$ cat src/hdl/i2ct_pkg.sv
`default_nettype none

package i2ct_pkg;

    // Request type codes
    typedef logic [1:0] req_type_t;
    localparam req_type_t REQ_WRITE = 2'd0;
    localparam req_type_t REQ_PTR   = 2'd1;
    localparam req_type_t REQ_READ  = 2'd2;

    // Configuration register indexes
    localparam int CFG_IDX_W = 1;
    localparam logic [CFG_IDX_W-1:0] CFG_ACK_TIMEOUT = 1'd0;
    localparam logic [CFG_IDX_W-1:0] CFG_PHASE_TICKS = 1'd1;

    localparam logic [7:0]  ACK_TIMEOUT_RST = 8'd250;
    localparam logic [15:0] PHASE_TICKS_RST = 16'd1;

    // Bus phases
    typedef enum logic [4:0] {
        PH_IDLE     = 5'd0,
        PH_START_A  = 5'd1,
        PH_START_B  = 5'd2,
        PH_START_C  = 5'd3,
        PH_TX_LOW   = 5'd4,
        PH_TX_HIGH  = 5'd5,
        PH_ACK_LOW  = 5'd6,
        PH_ACK_HIGH = 5'd7,
        PH_ACK_POLL = 5'd8,
        PH_RX_HIGH  = 5'd9,
        PH_RX_LOW   = 5'd10,
        PH_MACK_A   = 5'd11,
        PH_MACK_B   = 5'd12,
        PH_MACK_C   = 5'd13,
        PH_STOP_A   = 5'd14,
        PH_STOP_B   = 5'd15,
        PH_STOP_C   = 5'd16
    } phase_t;

    // One classified tick, as held in the queue
    typedef struct packed {
        logic       req_ok;    // request present and of a known type
        req_type_t  req_type;
        logic [7:0] dev_addr;
        logic [7:0] reg_pointer;
        logic [15:0] write_data;
        logic       sda_in;
    } tick_t;

    // One result
    typedef struct packed {
        logic        scl_level;
        logic        sda_level;
        logic        busy;
        logic        done;
        logic [15:0] read_data;
        logic        ack_error;
    } res_t;

endpackage

`default_nettype wire

$ cat src/hdl/i2ct_front.sv
`default_nettype none

module i2ct_front
    import i2ct_pkg::*;
(
    input  wire logic        clk,
    input  wire logic        rst_n,
    input  wire logic        in_valid,
    output logic             in_ready,
    input  wire logic        req_valid,
    input  wire logic [1:0]  req_type,
    input  wire logic [7:0]  dev_addr,
    input  wire logic [7:0]  reg_pointer,
    input  wire logic [15:0] write_data,
    input  wire logic        sda_in,
    output logic             q_valid,
    output tick_t            q_tick,
    input  wire logic        q_pop
);

    // two-entry queue between front and engine
    tick_t      mem [2];
    logic       wr_ptr_reg, wr_ptr_next;
    logic       rd_ptr_reg, rd_ptr_next;
    logic [1:0] count_reg, count_next;
    logic       push;
    tick_t      cls;

    always_comb
    begin
        cls.req_ok      = req_valid && (req_type == REQ_WRITE || req_type == REQ_PTR ||
                                        req_type == REQ_READ);
        cls.req_type    = req_type;
        cls.dev_addr    = dev_addr;
        cls.reg_pointer = reg_pointer;
        cls.write_data  = write_data;
        cls.sda_in      = sda_in;
    end

    assign in_ready = (count_reg != 2'd2);
    assign push     = in_valid && in_ready;
    assign q_valid  = (count_reg != 2'd0);
    assign q_tick   = mem[rd_ptr_reg];

    always_comb
    begin
        wr_ptr_next = push  ? ~wr_ptr_reg : wr_ptr_reg;
        rd_ptr_next = q_pop ? ~rd_ptr_reg : rd_ptr_reg;
        count_next  = count_reg + {1'b0, push} - {1'b0, q_pop};
    end

    always_ff @(posedge clk)
    begin
        if (push)
        begin
            mem[wr_ptr_reg] <= cls;
        end
    end

    always_ff @(posedge clk or negedge rst_n)
    begin
        if (!rst_n)
        begin
            wr_ptr_reg <= 1'b0;
            rd_ptr_reg <= 1'b0;
            count_reg  <= 2'd0;
        end
        else
        begin
            wr_ptr_reg <= wr_ptr_next;
            rd_ptr_reg <= rd_ptr_next;
            count_reg  <= count_next;
        end
    end

endmodule

`default_nettype wire

$ cat src/hdl/i2ct_engine.sv
`default_nettype none

module i2ct_engine
    import i2ct_pkg::*;
#(
    parameter int DATA_BYTES = 2
)
(
    input  wire logic                 clk,
    input  wire logic                 rst_n,
    input  wire logic                 cfg_write_en,
    input  wire logic [CFG_IDX_W-1:0] cfg_index,
    input  wire logic [15:0]          cfg_wdata,
    input  wire logic                 q_valid,
    input  wire tick_t                q_tick,
    output logic                      q_pop,
    output logic                      out_valid,
    input  wire logic                 out_ready,
    output res_t                      res
);

    localparam int IDX_W = $clog2(DATA_BYTES + 3);
    localparam logic [IDX_W-1:0] CNT_WRITE = IDX_W'(DATA_BYTES + 2);
    localparam logic [IDX_W-1:0] CNT_PTR   = IDX_W'(2);
    localparam logic [IDX_W-1:0] CNT_READ  = IDX_W'(1);
    localparam logic [IDX_W-1:0] LAST_RX   = IDX_W'(DATA_BYTES);

    function automatic logic [7:0] tx_byte(input logic [IDX_W-1:0] idx,
                                           input req_type_t rtype,
                                           input logic [7:0] addr,
                                           input logic [7:0] rptr,
                                           input logic [15:0] data);
        logic [IDX_W-1:0] pos;
        logic [7:0]       b;
        pos = IDX_W'(DATA_BYTES + 1) - idx;
        b   = 8'h00;
        if (idx == '0)
            b = (rtype == REQ_READ) ? addr + 8'd1 : addr;
        else if (idx == IDX_W'(1))
            b = rptr;
        else if (idx < CNT_WRITE)
        begin
            if (pos == '0)
                b = data[7:0];
            else if (pos == IDX_W'(1))
                b = data[15:8];
        end
        return b;
    endfunction

    // configuration
    logic [7:0]  timeout_reg;
    logic [15:0] phase_ticks_reg;

    // transaction state
    phase_t           state_reg, state_next;
    logic [15:0]      timer_reg, timer_next;
    logic [3:0]       bit_reg, bit_next;
    logic [IDX_W-1:0] idx_reg, idx_next;
    logic [7:0]       shift_reg, shift_next;
    logic [15:0]      acc_reg, acc_next;
    logic [7:0]       poll_reg, poll_next;
    req_type_t        type_reg, type_next;
    logic [7:0]       addr_reg, addr_next;
    logic [7:0]       ptr_reg, ptr_next;
    logic [15:0]      data_reg, data_next;
    logic             err_reg, err_next;

    // output stage
    logic             out_valid_reg, out_valid_next;
    res_t             res_reg, res_next;

    // state as seen after an optional request latch
    phase_t           cur_state;
    logic [15:0]      cur_timer;
    logic [3:0]       cur_bit;
    logic [IDX_W-1:0] cur_idx;
    logic [IDX_W-1:0] idx_inc;
    logic [IDX_W-1:0] tx_cnt;
    logic [15:0]      phase_len;
    logic             phase_end;
    logic             ackbit;
    logic             adv;
    logic [3:0]       bit_inc;

    assign q_pop     = q_valid && (!out_valid_reg || out_ready);
    assign out_valid = out_valid_reg;
    assign res       = res_reg;

    always_comb
    begin
        cur_state  = state_reg;
        cur_timer  = timer_reg;
        cur_bit    = bit_reg;
        cur_idx    = idx_reg;
        shift_next = shift_reg;
        acc_next   = acc_reg;
        poll_next  = poll_reg;
        type_next  = type_reg;
        addr_next  = addr_reg;
        ptr_next   = ptr_reg;
        data_next  = data_reg;
        err_next   = err_reg;

        // a request on an idle tick starts the transaction on that tick
        if (state_reg == PH_IDLE && q_tick.req_ok)
        begin
            cur_state  = PH_START_A;
            cur_timer  = 16'd0;
            cur_bit    = 4'd0;
            cur_idx    = '0;
            shift_next = 8'd0;
            acc_next   = 16'd0;
            poll_next  = 8'd0;
            type_next  = q_tick.req_type;
            addr_next  = q_tick.dev_addr;
            ptr_next   = q_tick.reg_pointer;
            data_next  = q_tick.write_data;
            err_next   = 1'b0;
        end

        phase_len = (phase_ticks_reg == 16'd0) ? 16'd1 : phase_ticks_reg;
        phase_end = ({1'b0, cur_timer} + 17'd1) >= {1'b0, phase_len};
        ackbit    = (cur_idx >= LAST_RX);
        idx_inc   = cur_idx + IDX_W'(1);
        bit_inc   = cur_bit + 4'd1;

        case (type_next)
            REQ_WRITE: tx_cnt = CNT_WRITE;
            REQ_PTR:   tx_cnt = CNT_PTR;
            default:   tx_cnt = CNT_READ;
        endcase

        state_next        = cur_state;
        bit_next          = cur_bit;
        idx_next          = cur_idx;
        adv               = 1'b0;
        res_next.scl_level = 1'b1;
        res_next.sda_level = 1'b1;
        res_next.done      = 1'b0;
        res_next.read_data = 16'd0;
        res_next.ack_error = 1'b0;

        case (cur_state)
            PH_START_A:
            begin
                if (phase_end)
                begin
                    state_next = PH_START_B;
                    adv = 1'b1;
                end
            end
            PH_START_B:
            begin
                res_next.sda_level = 1'b0;
                if (phase_end)
                begin
                    state_next = PH_START_C;
                    adv = 1'b1;
                end
            end
            PH_START_C:
            begin
                res_next.scl_level = 1'b0;
                res_next.sda_level = 1'b0;
                if (phase_end)
                begin
                    shift_next = tx_byte(cur_idx, type_next, addr_next, ptr_next, data_next);
                    bit_next   = 4'd0;
                    state_next = PH_TX_LOW;
                    adv = 1'b1;
                end
            end
            PH_TX_LOW:
            begin
                res_next.scl_level = 1'b0;
                res_next.sda_level = shift_next[7];
                if (phase_end)
                begin
                    state_next = PH_TX_HIGH;
                    adv = 1'b1;
                end
            end
            PH_TX_HIGH:
            begin
                res_next.sda_level = shift_next[7];
                if (phase_end)
                begin
                    shift_next = {shift_next[6:0], 1'b0};
                    if (bit_inc >= 4'd8)
                    begin
                        bit_next   = 4'd0;
                        state_next = PH_ACK_LOW;
                    end
                    else
                    begin
                        bit_next   = bit_inc;
                        state_next = PH_TX_LOW;
                    end
                    adv = 1'b1;
                end
            end
            PH_ACK_LOW:
            begin
                res_next.scl_level = 1'b0;
                if (phase_end)
                begin
                    state_next = PH_ACK_HIGH;
                    adv = 1'b1;
                end
            end
            PH_ACK_HIGH:
            begin
                if (phase_end)
                begin
                    poll_next  = 8'd0;
                    state_next = PH_ACK_POLL;
                    adv = 1'b1;
                end
            end
            PH_ACK_POLL:
            begin
                // one poll per tick, no phase timing
                adv = 1'b1;
                if (!q_tick.sda_in)
                begin
                    idx_next = idx_inc;
                    if (idx_inc < tx_cnt)
                    begin
                        shift_next = tx_byte(idx_inc, type_next, addr_next, ptr_next,
                                             data_next);
                        bit_next   = 4'd0;
                        state_next = PH_TX_LOW;
                    end
                    else if (type_next == REQ_READ)
                    begin
                        bit_next   = 4'd0;
                        state_next = PH_RX_HIGH;
                    end
                    else
                    begin
                        state_next = PH_STOP_A;
                    end
                end
                else if (poll_next >= timeout_reg)
                begin
                    err_next   = 1'b1;
                    state_next = PH_STOP_A;
                end
                else
                begin
                    poll_next = poll_next + 8'd1;
                end
            end
            PH_RX_HIGH:
            begin
                if (phase_end)
                begin
                    acc_next   = {acc_next[14:0], q_tick.sda_in};
                    bit_next   = bit_inc;
                    state_next = PH_RX_LOW;
                    adv = 1'b1;
                end
            end
            PH_RX_LOW:
            begin
                res_next.scl_level = 1'b0;
                if (phase_end)
                begin
                    if (cur_bit >= 4'd8)
                    begin
                        bit_next   = 4'd0;
                        state_next = PH_MACK_A;
                    end
                    else
                    begin
                        state_next = PH_RX_HIGH;
                    end
                    adv = 1'b1;
                end
            end
            PH_MACK_A:
            begin
                res_next.scl_level = 1'b0;
                res_next.sda_level = ackbit;
                if (phase_end)
                begin
                    state_next = PH_MACK_B;
                    adv = 1'b1;
                end
            end
            PH_MACK_B:
            begin
                res_next.sda_level = ackbit;
                if (phase_end)
                begin
                    state_next = PH_MACK_C;
                    adv = 1'b1;
                end
            end
            PH_MACK_C:
            begin
                res_next.scl_level = 1'b0;
                res_next.sda_level = ackbit;
                if (phase_end)
                begin
                    idx_next   = idx_inc;
                    state_next = (idx_inc > LAST_RX) ? PH_STOP_A : PH_RX_HIGH;
                    adv = 1'b1;
                end
            end
            PH_STOP_A:
            begin
                res_next.scl_level = 1'b0;
                res_next.sda_level = 1'b0;
                if (phase_end)
                begin
                    state_next = PH_STOP_B;
                    adv = 1'b1;
                end
            end
            PH_STOP_B:
            begin
                res_next.sda_level = 1'b0;
                if (phase_end)
                begin
                    state_next = PH_STOP_C;
                    adv = 1'b1;
                end
            end
            PH_STOP_C:
            begin
                if (phase_end)
                begin
                    res_next.done      = 1'b1;
                    res_next.ack_error = err_next;
                    res_next.read_data = (type_next == REQ_READ) ? acc_next : 16'd0;
                    state_next = PH_IDLE;
                    adv = 1'b1;
                end
            end
            default:
            begin
                state_next = PH_IDLE;
                adv = 1'b1;
            end
        endcase

        timer_next    = adv ? 16'd0 : cur_timer + 16'd1;
        res_next.busy = (state_next != PH_IDLE);

        if (q_pop)
            out_valid_next = 1'b1;
        else if (out_ready)
            out_valid_next = 1'b0;
        else
            out_valid_next = out_valid_reg;
    end

    always_ff @(posedge clk or negedge rst_n)
    begin
        if (!rst_n)
        begin
            timeout_reg     <= ACK_TIMEOUT_RST;
            phase_ticks_reg <= PHASE_TICKS_RST;
        end
        else if (cfg_write_en)
        begin
            case (cfg_index)
                CFG_ACK_TIMEOUT: timeout_reg     <= cfg_wdata[7:0];
                CFG_PHASE_TICKS: phase_ticks_reg <= cfg_wdata;
                default:         ;
            endcase
        end
    end

    always_ff @(posedge clk or negedge rst_n)
    begin
        if (!rst_n)
        begin
            state_reg     <= PH_IDLE;
            timer_reg     <= 16'd0;
            bit_reg       <= 4'd0;
            idx_reg       <= '0;
            shift_reg     <= 8'd0;
            acc_reg       <= 16'd0;
            poll_reg      <= 8'd0;
            type_reg      <= REQ_WRITE;
            addr_reg      <= 8'd0;
            ptr_reg       <= 8'd0;
            data_reg      <= 16'd0;
            err_reg       <= 1'b0;
            out_valid_reg <= 1'b0;
        end
        else
        begin
            out_valid_reg <= out_valid_next;
            if (q_pop)
            begin
                state_reg <= state_next;
                timer_reg <= timer_next;
                bit_reg   <= bit_next;
                idx_reg   <= idx_next;
                shift_reg <= shift_next;
                acc_reg   <= acc_next;
                poll_reg  <= poll_next;
                type_reg  <= type_next;
                addr_reg  <= addr_next;
                ptr_reg   <= ptr_next;
                data_reg  <= data_next;
                err_reg   <= err_next;
            end
        end
    end

    always_ff @(posedge clk)
    begin
        if (q_pop)
        begin
            res_reg <= res_next;
        end
    end

`ifndef SYNTHESIS
    a_done_not_busy: assert property (@(posedge clk) disable iff (!rst_n)
        (out_valid_reg && res_reg.done) |-> !res_reg.busy)
        else $error("done reported while still busy");

    a_err_with_done: assert property (@(posedge clk) disable iff (!rst_n)
        (out_valid_reg && res_reg.ack_error) |-> res_reg.done)
        else $error("ack_error without done");

    a_idle_lines_released: assert property (@(posedge clk) disable iff (!rst_n)
        (q_pop && state_reg == PH_IDLE && !q_tick.req_ok) |=>
            (res_reg.scl_level && res_reg.sda_level && !res_reg.busy))
        else $error("idle tick did not release the bus");
`endif

endmodule

`default_nettype wire

$ cat src/hdl/i2c_register_transaction_master.sv
// I2C register transaction master, one bus tick per transaction.
//
// Input channel (in_valid/in_ready): every transaction is one bus tick with
// the sampled SDA level and, optionally, a request (write, pointer set, or
// two-byte read). Requests seen while a bus transfer is running are ignored.
// Output channel (out_valid/out_ready): exactly one result per input tick
// with the driven SCL/SDA levels, busy, a done pulse, read data and the ack
// timeout flag (the last two only meaningful with done).
// Config port: cfg_write_en/cfg_index/cfg_wdata, index 0 = ack timeout
// polls, 1 = ticks per SCL/SDA phase. Write only while idle.
// A tick is written into the queue at the accepting edge and its result is
// then registered in the output register, from which it is presented.
// Throughput: one tick per cycle while out_ready holds, set by the bit
// engine updating once per tick.
// Reset: engine idle, queue empty, config back to 250 polls
// and 1 tick per phase.
// Stall: when out_ready is low the result holds, the two-entry tick queue
// fills and in_ready drops; no tick is lost.
`default_nettype none

module i2c_register_transaction_master
    import i2ct_pkg::*;
#(
    parameter int DATA_BYTES = 2
)
(
    input  wire logic                 clk,
    input  wire logic                 rst_n,
    // configuration
    input  wire logic                 cfg_write_en,
    input  wire logic [CFG_IDX_W-1:0] cfg_index,
    input  wire logic [15:0]          cfg_wdata,
    // tick input
    input  wire logic                 in_valid,
    output logic                      in_ready,
    input  wire logic                 req_valid,
    input  wire logic [1:0]           req_type,
    input  wire logic [7:0]           dev_addr,
    input  wire logic [7:0]           reg_pointer,
    input  wire logic [15:0]          write_data,
    input  wire logic                 sda_in,
    // results
    output logic                      out_valid,
    input  wire logic                 out_ready,
    output logic                      scl_level,
    output logic                      sda_level,
    output logic                      busy_res,
    output logic                      done_res,
    output logic [15:0]               read_data,
    output logic                      ack_error
);

    logic  q_valid;
    logic  q_pop;
    tick_t q_tick;
    res_t  res;

    // front: classify request, buffer ticks
    i2ct_front u_front (
        .clk         (clk),
        .rst_n       (rst_n),
        .in_valid    (in_valid),
        .in_ready    (in_ready),
        .req_valid   (req_valid),
        .req_type    (req_type),
        .dev_addr    (dev_addr),
        .reg_pointer (reg_pointer),
        .write_data  (write_data),
        .sda_in      (sda_in),
        .q_valid     (q_valid),
        .q_tick      (q_tick),
        .q_pop       (q_pop)
    );

    // back: bus phase sequencer and result register
    i2ct_engine #(
        .DATA_BYTES (DATA_BYTES)
    ) u_engine (
        .clk          (clk),
        .rst_n        (rst_n),
        .cfg_write_en (cfg_write_en),
        .cfg_index    (cfg_index),
        .cfg_wdata    (cfg_wdata),
        .q_valid      (q_valid),
        .q_tick       (q_tick),
        .q_pop        (q_pop),
        .out_valid    (out_valid),
        .out_ready    (out_ready),
        .res          (res)
    );

    assign scl_level = res.scl_level;
    assign sda_level = res.sda_level;
    assign busy_res  = res.busy;
    assign done_res  = res.done;
    assign read_data = res.read_data;
    assign ack_error = res.ack_error;

endmodule

`default_nettype wire
$ cat config.mk
export PLATFORM = sky130hd
export DESIGN_NAME = i2c_register_transaction_master
export DESIGN_NICKNAME = d
export VERILOG_FILES = /design/src/hdl/i2ct_pkg.sv /design/src/hdl/i2ct_front.sv /design/src/hdl/i2ct_engine.sv /design/src/hdl/i2c_register_transaction_master.sv
export SDC_FILE = /design/constraint.sdc
export NUM_CORES = 1
export LEC_CHECK = 0
export ABC_AREA = 0
export BUFFER_PORTS_ARGS = -buffer_cell sky130_fd_sc_hd__buf_4
export CAP_MARGIN = 40
export CORE_ASPECT_RATIO = 1.75
export CORE_MARGIN = 8
export CORE_UTILIZATION = 55
export CTS_CLUSTER_DIAMETER = 30
export DETAILED_ROUTE_END_ITERATION = 16
export PLACE_DENSITY = 0.75
export SLEW_MARGIN = 40
export SYNTH_ARGS = -nofsm -noshare
export SYNTH_HDL_FRONTEND = slang
export SYNTH_SLANG_ARGS = --single-unit
$ cat constraint.sdc
create_clock -name clk -period 5.42 [get_ports clk]
set_input_delay 0.271 -clock clk [delete_from_list [all_inputs] [get_ports clk]]
set_output_delay 0.271 -clock clk [all_outputs]
set_load 0.03 [all_outputs]
==> impl_metrics.ini <==
[synthesis]
syn_area_um2 = 11280
ys_ff_latch = 217
ys_seq_area_share_pct = 52.33
synth-simple-area-share_pct = 14.16
synthXorXnorAreaFrac_pct = 2.018
synth_top_family_by_area = compound AO/OA/AOI/OAI gates
synth_mux_area_share_pct = 6.587
synth_compound_area_share_pct = 16.78
ys.warnings.count = 0
synth_flop_cell = dfrtp_1
synth_area_per_cell_um2 = 10.40
synth_fp_nets = 1183
synthAdderAreaFrac_pct = 4.436
async_flop_share_pct = 57.14
syn_inst = 1085
post_synth_num_cell_types = 69
synth_edf_count = 93

[worst_setup_path]
cp.arrival_ns = 4.97
crit_fanout = 13
reg2reg_from = u_front.rd_ptr_reg
timing.rr.end = u_engine.bit_reg[0]
rrSetupSlack_ns = 0.83
path_class = reg -> reg
r2r_cells = 20
critPathRequiredTime_ns = 5.80
cp-end-kind = flop
startpoint_type = flop

[drt]
vias = 8873
wl_per_cell_um = 19.26
avgViaCountPerCell = 5.947
drc = 0
ant_nets = 0
wl_um = 28740
drt_iter0_drc = 498
dr.pass1.iters = 5

[flow_run]
cap_violations = 0

[floorplanning]
coreArea_um2 = 20200
die_h_um = 205.5
rows = 69
die_area_um2 = 25530
die_w_um = 124.3
ios = 81
start_util_pct = 55.85

[grt]
track_usage_pct = 22.61
use_met2_pct = 42.03
antenna_found_initial = 0
grt-ovfl-total = 0
grt_pass1_wl_um = 47000
use_met3_pct = 4.255
grt_max_degree = 69
grt_pass1_vias = 9319
grt.busiest_layer = met2
met1_usage_pct = 22.13

[final_layout]
syn2layout_area_growth_pct = 23.13
largest_reg_flops = 72
diodes = 0
layout.nets = 1316
n_fill_cell = 1565
drive_above_1_share_pct = 18.01

[power]
seq_power_share_pct = 34.6
ir_worst_vdd_uv = 394.4
switching_share_pct = 36.13
total_leakage_power_nw = 5.841
p_per_area_nw_per_um2 = 486.0
clkPwrFrac_pct = 32.5
p_int_w = 0.004312
switchingPower_w = 0.002439
p_comb_share_pct = 33.0
total_power_w = 0.006752

[timing]
tightest_slew_ns = 0.7263
maxSlewViolCount = 0
hold_viol_final = 0
min_period_ns = 4.592
tns_ns = 0
fin_skew_ns = 0.02329
slew_headroom_pct = 51.47
final-setup-viol-count = 0
rsz0062_at_grt = false
finalCritPeriodShare_pct = 84.71
fmax_mhz = 217.8

[outcome]
status = complete, no violations

[clock_network]
cts_buffers = 34
clk_pin_slew_ns = 0.06
htree_levels = 2
clockBufferDepth = 3
insertion_delay_ns = 0.52
cts_hold_buf = 45
cts_tree = done
ctsResizeCount = 0
clock-sinks = 217
postCtsSetupRepairBufs = 0
root_buffer = clkbuf_16

[place]
dp_hpwl_um = 19840
port_buffers = 80
gp_congestion = 0.9251

[min_path]
holdPathStages = 3
hold_class = in -> reg
hold_start = cfg_wdata[1]
worstHoldEndpoint = u_engine.timeout_reg[1]
metrics by stage:
| stage | utilization, % | hold WS [ns] | setup slack (ns) | cell area (µm²) | instances |
|---|---|---|---|---|---|
| floorplan | - | -0.02459 | 0.1726 | 11280 | 1085 |
| global placement | 60.49 | 0.3917 | 0.8369 | 12220 | 1384 |
| detailed placement | 60.71 | 0.4002 | 0.8822 | 12260 | 1385 |
| CTS | 68.74 | 0.0007910 | 0.8447 | 13890 | 1492 |
| global route | 68.77 | 0.005065 | 0.4153 | 13890 | 1492 |
| finish | 68.77 | 0.006423 | 0.8285 | 13890 | 1492 |
synth_stat cells (13+ instances only):
cell	n	share of area (%)
mux2_2	31	3.1
a21oi_1	86	3.8
dfrtp_1	117	26
nand2_1	92	3.1
mux2i_1	38	3.4
edfxtp_1	93	25
and3_1	23	1.3
o21ai_0	68	3.0
nand3_1	26	1.2
a22o_1	31	2.4
nor2_1	99	3.3
inv_1	50	1.7
ha_1	40	4.4
clkbuf_1	46	1.5
and2_1	13	0.72
xnor2_1	15	1.2
o211ai_1	15	1.0
per-layer routing:
layer | up-vias | share of wire (%)
li1 | 4259 | -
met1 | 4307 | 37
met2 | 211 | 53
met3 | 96 | 3.7
met4 | 0 | 6.5
met5 | - | 0
worst max path at each step:
stage / end / cells after the start / slack [ns] / from
floorplan: u_engine.bit_reg[0] / 25 / 0.17 / u_front.rd_ptr_reg
global placement: u_engine.acc_reg[8] / 13 / 0.84 / u_front.rd_ptr_reg
detailed placement: u_engine.bit_reg[0] / 20 / 0.88 / u_front.rd_ptr_reg
CTS: u_engine.bit_reg[0] / 20 / 0.84 / u_front.rd_ptr_reg
global route: u_engine.bit_reg[0] / 20 / 0.42 / u_front.mem[1][35]
finish: u_engine.bit_reg[0] / 20 / 0.83 / u_front.rd_ptr_reg
kinds of logic after synthesis:
logic type	Yosys count
compound gates	293
xor+xnor	26
fa+ha+maj	40
buf+inv	109
flops	217
mux	70
simple gates	330
area by class of cell:
class	count	area [µm²]	area share [%]
Multi-Input combinational cell	759	5010	36.06
Tap cell	248	310.3	2.233
Timing Repair Buffer	155	1304	9.384
Sequential cell	217	5906	42.51
Clock buffer	38	929.6	6.691
Inverter	51	191.4	1.378
Clock inverter	24	242.7	1.747
critical path: stages (launching register included):
cell and delay (ns):
dfrtp_2 0.36, mux2_2 0.38, nand3_2 0.10, nand2_1 0.07, inv_1 0.08, ha_1 0.20
nand4_1 0.21, nor2_1 0.34, nand3_1 0.14, xor2_1 0.15, nor2_1 0.08, ha_1 0.33
and4_1 0.22, nand4_1 0.10, o211ai_1 0.44, inv_1 0.33, ha_1 0.37, o221ai_1 0.13
a21oi_1 0.18, o21ai_0 0.11, o2bb2ai_1 0.14
layout by cell type, fill, tap and decap left out, types with 13 or more instances in the layout:
| cell type | count |
|---|---|
| dfrtp_1 | 116 |
| buf_4 | 107 |
| nor2_1 | 97 |
| edfxtp_1 | 93 |
| nand2_1 | 92 |
| a21oi_1 | 86 |
| o21ai_0 | 68 |
| inv_1 | 50 |
| dlygate4sd3_1 | 45 |
| ha_1 | 40 |
| mux2i_1 | 37 |
| clkbuf_16 | 37 |
| mux2_2 | 31 |
| a22o_1 | 31 |
| nand3_1 | 25 |
| and3_1 | 23 |
| xnor2_1 | 15 |
| o211ai_1 | 15 |
| and2_1 | 13 |
power groups by stage:
stage / sequential [W] / combinational, W / clock, W
after global routing: 0.00238 / 0.00247 / 0.00228
after floorplan: 0.00239 / 0.00144 / 0
after detailed placement: 0.00236 / 0.00219 / 0
after global placement: 0.00234 / 0.00214 / 0
final: 0.00233 / 0.00223 / 0.00219
after CTS: 0.00233 / 0.00223 / 0.00222
No activity file was read; power rests on OpenSTA's default activity.
